===== config.mk =====
export PLATFORM = sky130hd
export DESIGN_NAME = midi_cc_learn_mapper
export DESIGN_NICKNAME = d
export VERILOG_FILES = /design/src/rtl/mclm_pkg.sv /design/src/rtl/midi_cc_learn_mapper.sv /design/src/rtl/mclm_ctrl.sv /design/src/rtl/mclm_datapath.sv
export SDC_FILE = /design/constraint.sdc
export NUM_CORES = 2
export LEC_CHECK = 0
export BUFFER_PORTS_ARGS = -buffer_cell sky130_fd_sc_hd__buf_2
export CORE_UTILIZATION = 35
export DETAILED_ROUTE_END_ITERATION = 16
export PLACE_DENSITY = 0.6
export SETUP_SLACK_MARGIN = 0.15
export SYNTH_ARGS = -nofsm -noshare
export SYNTH_HDL_FRONTEND = slang
export SYNTH_SLANG_ARGS = --single-unit

===== constraint.sdc =====
create_clock -name clk -period 3.8 [get_ports clk]
set_input_delay 0.38 -clock clk [delete_from_list [all_inputs] [get_ports clk]]
set_output_delay 0.38 -clock clk [all_outputs]
set_load 0.005 [all_outputs]

===== src/rtl/mclm_pkg.sv =====
// ----------------------------------------------------------------------------
// mclm_pkg: shared types and constants of the controller-learn mapper
// Item formats, mode codes and the command/status bundles that join the
// controller and the datapath.
// ----------------------------------------------------------------------------
`default_nettype none

package mclm_pkg;

  localparam int NUM_CONTROLLERS_DEF = 128;
  localparam int MAX_PARAMS_DEF      = 256;

  localparam logic [8:0] PARAM_COUNT_RST = 9'd256;

  typedef enum logic [2:0] {
    MODE_CC          = 3'd0,
    MODE_ARM         = 3'd1,
    MODE_CANCEL      = 3'd2,
    MODE_COMMIT      = 3'd3,
    MODE_CLEAR_PARAM = 3'd4,
    MODE_CLEAR_ALL   = 3'd5,
    MODE_QUERY_CC    = 3'd6,
    MODE_QUERY_PARAM = 3'd7
  } mode_t;

  typedef struct packed {
    mode_t      mode;
    logic [6:0] controller;
    logic [6:0] cc_value;
    logic [7:0] param_sel;
  } in_item_t;

  typedef struct packed {
    logic        accepted;
    logic [7:0]  target_param;
    logic        target_valid;
    logic [15:0] norm_value;
    logic [6:0]  found_cc;
    logic        found_valid;
    logic        armed_flag;
    logic [7:0]  learning_index;
  } out_item_t;

  // Controller to datapath.
  typedef struct packed {
    logic load;       // capture the accepted item, restart the sweep
    logic rd_single;  // read the entry of the item's controller
    logic rd_sweep;   // read the entry at the sweep counter
    logic finish;     // apply state updates and hand over the result
  } dp_cmd_t;

  // Datapath to controller.
  typedef struct packed {
    logic read_req;
    logic sweep_req;
    logic cnt_last;
  } dp_status_t;

endpackage

`default_nettype wire


===== src/rtl/midi_cc_learn_mapper.sv =====
// ----------------------------------------------------------------------------
// midi_cc_learn_mapper: MIDI controller-learn mapper, top level
// Maps controller numbers to parameter indices with learn, clear and query.
// ----------------------------------------------------------------------------
`default_nettype none

// Each input item gives exactly one result item. Items are handled one at a
// time by a sequencer. Arm, cancel and clear all go from decode straight to
// the final step; controller messages and parameter queries with a
// controller in range read the table once in between; and commit, clear
// param and controller queries sweep every table entry through the single
// read port of the index memory, one entry per cycle, and then a drain step.
// A commit with nothing to commit, and a clear param or controller query
// whose parameter index is out of range, skip the sweep. The finished
// result sits in an output register, so a new item is accepted while the
// previous result still waits to be taken; the block only holds in its
// final step when that register is still full. The table's valid flags are
// cleared directly at reset, so no clearing pass is needed and the block
// accepts items right away. The param_count register may be written at any
// time the block is idle; cfg_ready is always high.

module midi_cc_learn_mapper #(
  parameter int NUM_CONTROLLERS = mclm_pkg::NUM_CONTROLLERS_DEF,
  parameter int MAX_PARAMS      = mclm_pkg::MAX_PARAMS_DEF
) (
  input  wire logic                clk,
  input  wire logic                rst_n,
  input  wire logic                in_valid,
  output      logic                in_stall,
  input  wire mclm_pkg::in_item_t  in_data,
  output      logic                out_valid,
  input  wire logic                out_stall,
  output      mclm_pkg::out_item_t out_data,
  input  wire logic                cfg_valid,
  output      logic                cfg_ready,
  input  wire logic [8:0]          cfg_data
);
  import mclm_pkg::*;

  logic [8:0] param_count_r;
  logic       out_valid_r;
  out_item_t  out_data_r;
  logic       out_free;
  dp_cmd_t    cmd;
  dp_status_t st;
  out_item_t  res;

  // The configuration register needs no back-pressure.
  assign cfg_ready = 1'b1;

  always_ff @(posedge clk) begin
    if (!rst_n) begin
      param_count_r <= PARAM_COUNT_RST;
    end else if (cfg_valid && cfg_ready) begin
      param_count_r <= cfg_data;
    end
  end

  // The output register is free when empty or when its item leaves now.
  assign out_free = !out_valid_r || !out_stall;

  always_ff @(posedge clk) begin
    if (!rst_n) begin
      out_valid_r <= 1'b0;
    end else if (cmd.finish) begin
      out_valid_r <= 1'b1;
    end else if (!out_stall) begin
      out_valid_r <= 1'b0;
    end
  end

  always_ff @(posedge clk) begin
    if (cmd.finish) begin
      out_data_r <= res;
    end
  end

  assign out_valid = out_valid_r;
  assign out_data  = out_data_r;

  mclm_ctrl u_ctrl (
    .clk      (clk),
    .rst_n    (rst_n),
    .in_valid (in_valid),
    .in_stall (in_stall),
    .out_free (out_free),
    .st       (st),
    .cmd      (cmd)
  );

  mclm_datapath #(
    .NUM_CONTROLLERS (NUM_CONTROLLERS),
    .MAX_PARAMS      (MAX_PARAMS)
  ) u_datapath (
    .clk         (clk),
    .rst_n       (rst_n),
    .in_data     (in_data),
    .param_count (param_count_r),
    .cmd         (cmd),
    .st          (st),
    .res         (res)
  );

endmodule

`default_nettype wire


===== src/rtl/mclm_ctrl.sv =====
// ----------------------------------------------------------------------------
// mclm_ctrl: sequencer of the controller-learn mapper
// Steps each item through decode, a single read or a full table sweep if
// needed, and the final update that hands the result to the output register.
// ----------------------------------------------------------------------------
`default_nettype none

module mclm_ctrl (
  input  wire logic                clk,
  input  wire logic                rst_n,
  input  wire logic                in_valid,
  output      logic                in_stall,
  input  wire logic                out_free,
  input  wire mclm_pkg::dp_status_t st,
  output      mclm_pkg::dp_cmd_t   cmd
);
  import mclm_pkg::*;

  typedef enum logic [5:0] {
    S_IDLE   = 6'b000001,
    S_DECIDE = 6'b000010,
    S_READ   = 6'b000100,
    S_SWEEP  = 6'b001000,
    S_DRAIN  = 6'b010000,
    S_FINISH = 6'b100000
  } state_t;

  state_t state_r, state_nxt;

  always_ff @(posedge clk) begin
    if (!rst_n) begin
      state_r <= S_IDLE;
    end else begin
      state_r <= state_nxt;
    end
  end

  assign in_stall = (state_r != S_IDLE);

  always_comb begin
    state_nxt = state_r;
    cmd       = '0;
    unique case (state_r)
      S_IDLE: begin
        if (in_valid) begin
          cmd.load  = 1'b1;
          state_nxt = S_DECIDE;
        end
      end
      S_DECIDE: begin
        priority if (st.read_req) begin
          state_nxt = S_READ;
        end else if (st.sweep_req) begin
          state_nxt = S_SWEEP;
        end else begin
          state_nxt = S_FINISH;
        end
      end
      S_READ: begin
        cmd.rd_single = 1'b1;
        state_nxt     = S_FINISH;
      end
      S_SWEEP: begin
        cmd.rd_sweep = 1'b1;
        if (st.cnt_last) begin
          state_nxt = S_DRAIN;
        end
      end
      S_DRAIN: begin
        // The last entry read is compared in this cycle.
        state_nxt = S_FINISH;
      end
      S_FINISH: begin
        if (out_free) begin
          cmd.finish = 1'b1;
          state_nxt  = S_IDLE;
        end
      end
      default: begin
        state_nxt = S_IDLE;
      end
    endcase
  end

endmodule

`default_nettype wire


===== src/rtl/mclm_datapath.sv =====
// ----------------------------------------------------------------------------
// mclm_datapath: mapping table, learn state and result forming
// Holds the controller table (index memory plus per-entry valid flops), the
// sweep counter and compare stage, and the learn registers.
// ----------------------------------------------------------------------------
`default_nettype none

module mclm_datapath #(
  parameter int NUM_CONTROLLERS = mclm_pkg::NUM_CONTROLLERS_DEF,
  parameter int MAX_PARAMS      = mclm_pkg::MAX_PARAMS_DEF
) (
  input  wire logic                 clk,
  input  wire logic                 rst_n,
  input  wire mclm_pkg::in_item_t   in_data,
  input  wire logic [8:0]           param_count,
  input  wire mclm_pkg::dp_cmd_t    cmd,
  output      mclm_pkg::dp_status_t st,
  output      mclm_pkg::out_item_t  res
);
  import mclm_pkg::*;

  localparam int CW = (NUM_CONTROLLERS > 1) ? $clog2(NUM_CONTROLLERS) : 1;
  localparam logic [8:0] MAX_LIM = (MAX_PARAMS > 511) ? 9'd511 : 9'(MAX_PARAMS);
  localparam logic [CW-1:0] LAST_ADDR = CW'(NUM_CONTROLLERS - 1);

  // value * 65535 / 127, floored: 65535 = 127 * 516 + 3.
  function automatic logic [15:0] norm_q16(input logic [6:0] v);
    logic [8:0]  v3;
    logic [15:0] base;
    logic [1:0]  q;
    v3   = 9'(v) * 9'd3;
    base = 16'(v) * 16'd516;
    if (v3 >= 9'd381) begin
      q = 2'd3;
    end else if (v3 >= 9'd254) begin
      q = 2'd2;
    end else if (v3 >= 9'd127) begin
      q = 2'd1;
    end else begin
      q = 2'd0;
    end
    return base + 16'(q);
  endfunction

  in_item_t item_r;

  logic [7:0]    idx_mem [NUM_CONTROLLERS];
  logic [NUM_CONTROLLERS-1:0] vld_r;

  logic [CW-1:0] cnt_r;
  logic [7:0]    rd_idx_r;
  logic          rd_vld_r;
  logic          cmp_pend_r;
  logic [CW-1:0] cmp_addr_r;
  logic          found_r;
  logic [CW-1:0] found_cc_r;

  logic          armed_r, armed_nxt;
  logic [7:0]    target_r, target_nxt;
  logic          capv_r, capv_nxt;
  logic [CW-1:0] capc_r, capc_nxt;

  logic [8:0]    lim;
  logic          ctl_ok, sel_ok, idx_ok;
  logic          rd_en;
  logic [CW-1:0] rd_addr;
  logic [7:0]    key;
  logic          match;
  logic          commit_ok;
  logic          wr_en;

  assign lim    = (param_count > MAX_LIM) ? MAX_LIM : param_count;
  assign ctl_ok = ({1'b0, item_r.controller} < 8'(NUM_CONTROLLERS));
  assign sel_ok = ({1'b0, item_r.param_sel} < lim);
  assign idx_ok = rd_vld_r && ({1'b0, rd_idx_r} < lim);

  assign commit_ok = armed_r && capv_r;
  assign wr_en     = cmd.finish && (item_r.mode == MODE_COMMIT) && commit_ok;

  assign st.read_req  = ((item_r.mode == MODE_CC) || (item_r.mode == MODE_QUERY_PARAM))
                        && ctl_ok;
  assign st.sweep_req = ((item_r.mode == MODE_COMMIT) && commit_ok) ||
                        (((item_r.mode == MODE_CLEAR_PARAM) ||
                          (item_r.mode == MODE_QUERY_CC)) && sel_ok);
  assign st.cnt_last  = (cnt_r == LAST_ADDR);

  assign rd_en   = cmd.rd_single || cmd.rd_sweep;
  assign rd_addr = cmd.rd_sweep ? cnt_r : item_r.controller[CW-1:0];
  assign key     = (item_r.mode == MODE_COMMIT) ? target_r : item_r.param_sel;
  assign match   = cmp_pend_r && rd_vld_r && (rd_idx_r == key);

  always_ff @(posedge clk) begin
    if (cmd.load) begin
      item_r <= in_data;
    end
  end

  // Index memory: one read port, one write port, registered read data.
  always_ff @(posedge clk) begin
    if (rd_en) begin
      rd_idx_r <= idx_mem[rd_addr];
      rd_vld_r <= vld_r[rd_addr];
    end
    if (wr_en) begin
      idx_mem[capc_r] <= target_r;
    end
  end

  always_ff @(posedge clk) begin
    cmp_addr_r <= cnt_r;
    if (cmd.load) begin
      cnt_r <= '0;
    end else if (cmd.rd_sweep) begin
      cnt_r <= cnt_r + CW'(1);
    end
  end

  always_ff @(posedge clk) begin
    if (!rst_n) begin
      cmp_pend_r <= 1'b0;
      vld_r      <= '0;
      found_r    <= 1'b0;
    end else begin
      cmp_pend_r <= cmd.rd_sweep;
      if (cmd.finish && (item_r.mode == MODE_CLEAR_ALL)) begin
        vld_r <= '0;
      end else begin
        if (match && (item_r.mode != MODE_QUERY_CC)) begin
          vld_r[cmp_addr_r] <= 1'b0;
        end
        if (wr_en) begin
          vld_r[capc_r] <= 1'b1;
        end
      end
      if (cmd.load) begin
        found_r <= 1'b0;
      end else if (match && (item_r.mode == MODE_QUERY_CC) && !found_r) begin
        found_r <= 1'b1;
      end
    end
  end

  always_ff @(posedge clk) begin
    if (match && !found_r) begin
      found_cc_r <= cmp_addr_r;
    end
  end

  always_ff @(posedge clk) begin
    if (!rst_n) begin
      armed_r  <= 1'b0;
      target_r <= '0;
      capv_r   <= 1'b0;
      capc_r   <= '0;
    end else if (cmd.finish) begin
      armed_r  <= armed_nxt;
      target_r <= target_nxt;
      capv_r   <= capv_nxt;
      capc_r   <= capc_nxt;
    end
  end

  always_comb begin
    armed_nxt  = armed_r;
    target_nxt = target_r;
    capv_nxt   = capv_r;
    capc_nxt   = capc_r;
    res        = '0;
    unique case (item_r.mode)
      MODE_CC: begin
        if (ctl_ok) begin
          if (armed_r) begin
            capv_nxt     = 1'b1;
            capc_nxt     = item_r.controller[CW-1:0];
            res.accepted = 1'b1;
          end else if (idx_ok) begin
            res.accepted     = 1'b1;
            res.target_param = rd_idx_r;
            res.target_valid = 1'b1;
            res.norm_value   = norm_q16(item_r.cc_value);
          end
        end
      end
      MODE_ARM: begin
        if (sel_ok) begin
          capv_nxt     = 1'b0;
          target_nxt   = item_r.param_sel;
          armed_nxt    = 1'b1;
          res.accepted = 1'b1;
        end
      end
      MODE_CANCEL: begin
        armed_nxt  = 1'b0;
        target_nxt = '0;
        capv_nxt   = 1'b0;
      end
      MODE_COMMIT: begin
        if (commit_ok) begin
          armed_nxt    = 1'b0;
          target_nxt   = '0;
          capv_nxt     = 1'b0;
          res.accepted = 1'b1;
        end
      end
      MODE_CLEAR_PARAM, MODE_CLEAR_ALL: begin
        // Table updates only; learn state is left alone.
      end
      MODE_QUERY_CC: begin
        res.found_valid = found_r;
        res.found_cc    = found_r ? 7'(found_cc_r) : 7'd0;
      end
      MODE_QUERY_PARAM: begin
        if (ctl_ok && idx_ok) begin
          res.target_param = rd_idx_r;
          res.target_valid = 1'b1;
        end
      end
      default: begin
      end
    endcase
    res.armed_flag     = armed_nxt;
    res.learning_index = armed_nxt ? target_nxt : 8'd0;
  end

endmodule

`default_nettype wire

==> reports/metrics.cfg <==
[drt]
firstDrtPassIters=6
vias_per_cell=5.484
drt_iter0_markers=4405
wl_mm=159.0
ant_nets=0
via_count=35870
wl_per_cell_um=24.31
drc=0

[setup_path]
cpMaxStageDelayCell=or4_4
cp-startpoint=u_ctrl.state_r[5]
ff2ff_setup_slack_ns=0.19
rr_worst_depth=14
crit_arrival_ns=4.13
crit_fanout=42
worstPathCellList=or4_4 -> o21ai_1 -> buf_6 -> nand2_4 -> buf_12 -> buf_12 -> nand2_1 -> nand3_1 -> a21boi_0 -> a2111oi_0 -> buf_4 -> a211oi_1 -> buf_4 -> a211oi_1
cp_slowest_stage_delay_ns=0.58
cp-end-kind=register
worst-endpoint-required_ns=4.33
cp-start-kind=register
timing.rr.end=u_datapath.rd_idx_r[3]
worst-setup-path-type=reg -> reg
r2r-start=u_ctrl.state_r[5]

[global_route]
grt_first_pass_wirelength_mm=229.1
grt_overflow=0
grt_max_degree=98
antenna_found_initial=1
gr-usage-all-layers_pct=20.23
grt_pass1_vias=33900

[synthesis]
synth_commonest_cells=edfxtp_1, nand2_1, mux2i_1, nand3_1, a21oi_1
netlist_area_um2=52900
syn-num-nets=4188
synthSimpleGateAreaFrac_pct=10.95
muxShareOfSynthArea_pct=5.300
synth_top_flop_cell=edfxtp_1
yosysWarnings=0
syn_avg_cell_area_um2=12.83
yosys-top-cells-area=edfxtp_1, dfxtp_1, nand2_1, mux2i_1, nand3_1
synth_compound_area_share_pct=10.07
synthAdderAreaFrac_pct=0.6527
yosysTopAreaCell=edfxtp_1
ys_seq_elements=1278
synth_top_area_share_pct=62.49
synth_cell_types=73
synth-xor-area-share_pct=0.3808
syn_inst=4122
async_reset_ff_share_pct=0
yosysMostFrequentCell=edfxtp_1
synth_top_family_by_area=simple AND/OR/NAND/NOR gates
seq_area_frac_synth_pct=69.19
synth-edff-count=1101

[floorplanning]
dieHeight_um=390.8
rows=142
start_util_pct=35.28
core_area_um2=150000
ioPinCount=85
fp.dieArea_um2=152700
die_w_um=390.8

[clock_tree]
htreeDepth=4
clk_pin_slew_worst_paths_ns=0.06
clk-insertion-delay-late_ns=0.79
clock-sinks=1278
cts_tree=done
numCtsBuffers=135
root_buffer=clkbuf_16
clock_path_buffers=3

[hold_path]
hold_class=in -> reg
hold_start=cfg_valid
min_path_cells=3
min_to=param_count_r[2]

[timing]
period_share_pct=94.94
setup_viol=0
fin_ws_ns=0.1924
tightest_slew_ns=1.194
slew_violations=0
rsz0062_at_grt=yes
clock_skew_ns=0.03136
finalSetupTns_ns=0
finalHoldViolations=0
hold_slack_ns=0.04841
fin_crit_ns=3.608
max_freq_ghz=0.2772
relSlewSlack_pct=19.99

[power_and_ir_drop]
ir_worst_vdd_uv=493.0
power.density_nw_per_um2=482.3
leakage_nw=24.63

[layout]
syn_to_final_growth_pct=18.50
drive_gt1_share_pct=14.34
nets=4484
antennaDiodeCount=0
utilization_pct=41.81

[place]
dpl.hpwl_mm=101.7
gp_congestion=0.9355
place_ws_ns=-0.3288
io_buffer_count=83

[run_status]
outcome=finished clean

[job]
drv_cap=0

==> per-stage QoR <==
stage / cell area, um2 / instances / power [mW]
2_1_floorplan: 52900 / 4122 / 16.42
3_3_place_gp: 57240 / 6232 / 17.14
3_5_place_dp: 57240 / 6232 / 17.15
4_1_cts: 62250 / 6521 / 30.32
5_1_grt: 62690 / 6542 / 31.01
6_report: 62690 / 6542 / 30.24
==> registers in the layout (all words and copies together) (netlist names) <==
| name | flops |
|---|---|
| u_datapath.idx_mem | 1024 |
| out_data | 36 |
| u_datapath.cmp_pend_r | 1 |
| u_datapath.cmp_addr_r | 7 |
| u_datapath.capv_r | 1 |
| u_datapath.found_cc_r | 7 |
| u_datapath.capc_r | 7 |
| u_datapath.rd_idx_r | 8 |
| u_datapath.found_r | 1 |
| u_datapath.vld_r | 128 |
| u_datapath.item_r | 25 |
| u_datapath.rd_vld_r | 1 |
| u_datapath.armed_r | 1 |
| u_ctrl.state_r | 6 |
| out_valid | 1 |
| param_count_r | 9 |
| u_datapath.cnt_r | 7 |
| u_datapath.target_r | 8 |
==> layer usage <==
| metal | track usage (%) | part of all wire [%] | vias to the layer above |
|---|---|---|---|
| li1 | - | - | 15950 |
| met5 | 0 | 0 | - |
| met1 | 28.19 | 43 | 17970 |
| met2 | 31.28 | 45 | 1669 |
| met3 | 3.929 | 8.9 | 290 |
| met4 | 7.294 | 3.5 | 0 |
==> how the worst max path moves through the flow <==
stage / slack [ns] / endpoint
after floorplan: 0.16 / u_datapath.vld_r[103]
after global placement: -0.32 / u_datapath.rd_idx_r[4]
after detailed placement: -0.33 / u_datapath.rd_idx_r[4]
after CTS: 0.16 / u_datapath.rd_idx_r[3]
after global routing: 0.11 / u_datapath.rd_idx_r[0]
final: 0.19 / u_datapath.rd_idx_r[3]
==> cell type report <==
type | count | area, um2
sequential | 1278 | 36640
clock buffer | 172 | 3628
multi-input combinational | 2446 | 14860
fill | 13770 | 87260
tap | 2016 | 2522
inverter | 148 | 555.5
timing repair buffer | 409 | 3702
clock inverter | 73 | 783.3
==> worst max-delay path: cells and delay by family, from the launching register on <==
family	cells	cell delay (ns)
DFF	1	0.34
AOI/OAI and AO/OA	5	0.97
buffers and inverters	5	1.03
and+or+nand+nor	4	0.95
==> kinds of logic after synthesis <==
group / Yosys count
other: 1
flip-flops: 1278
AO/OA/AOI/OAI: 790
multiplexers: 280
adder cells (fa/ha/maj): 27
AND/OR/NAND/NOR: 1325
buffers and inverters: 398
XOR/XNOR: 23
==> cells in the final DEF (no fill, tap or decap), types with 9 or more instances in the layout <==
| cell | synthesis | routed |
|---|---|---|
| a211oi_1 | 17 | 17 |
| a21boi_0 | 22 | 21 |
| a21o_1 | 23 | 23 |
| a21oi_1 | 204 | 201 |
| a221o_1 | 98 | 98 |
| a221oi_1 | 37 | 29 |
| a22o_1 | 9 | 9 |
| a22oi_1 | 14 | 14 |
| a311oi_1 | 10 | 10 |
| a31o_2 | 12 | 12 |
| a31oi_1 | 43 | 42 |
| and2_1 | 27 | 25 |
| and3_1 | 63 | 63 |
| buf_12 | 0 | 40 |
| buf_2 | 81 | 83 |
| buf_4 | 29 | 228 |
| bufinv_16 | 0 | 12 |
| clkbuf_1 | 108 | 27 |
| clkbuf_16 | 0 | 141 |
| clkbuf_8 | 0 | 9 |
| clkinv_1 | 1 | 27 |
| clkinv_2 | 0 | 17 |
| dfxtp_1 | 177 | 167 |
| dlygate4sd3_1 | 0 | 40 |
| edfxtp_1 | 1101 | 1101 |
| ha_1 | 26 | 26 |
| inv_1 | 147 | 147 |
| mux2i_1 | 279 | 278 |
| nand2_1 | 825 | 818 |
| nand2b_1 | 10 | 9 |
| nand3_1 | 222 | 221 |
| nor2_1 | 86 | 86 |
| nor3_1 | 21 | 18 |
| nor4_1 | 16 | 12 |
| o21a_1 | 27 | 27 |
| o21ai_0 | 184 | 183 |
| o221ai_1 | 10 | 10 |
| xor2_1 | 16 | 16 |
==> timing repair <==
item	CTS	global route
endpoints found under the hold margin	40	0
hold buffers	40	0
gates resized for setup	28	40
buffers inserted	3	16
setup endpoints to repair	9	18
pin swaps	5	11
cloned	1	5
==> power by group <==
group / switching [mW] / internal, mW
registers: 0.0453 / 15.0
logic: 1.21 / 0.734
clock network: 5.57 / 7.62
(Power assumes the default switching activity.)
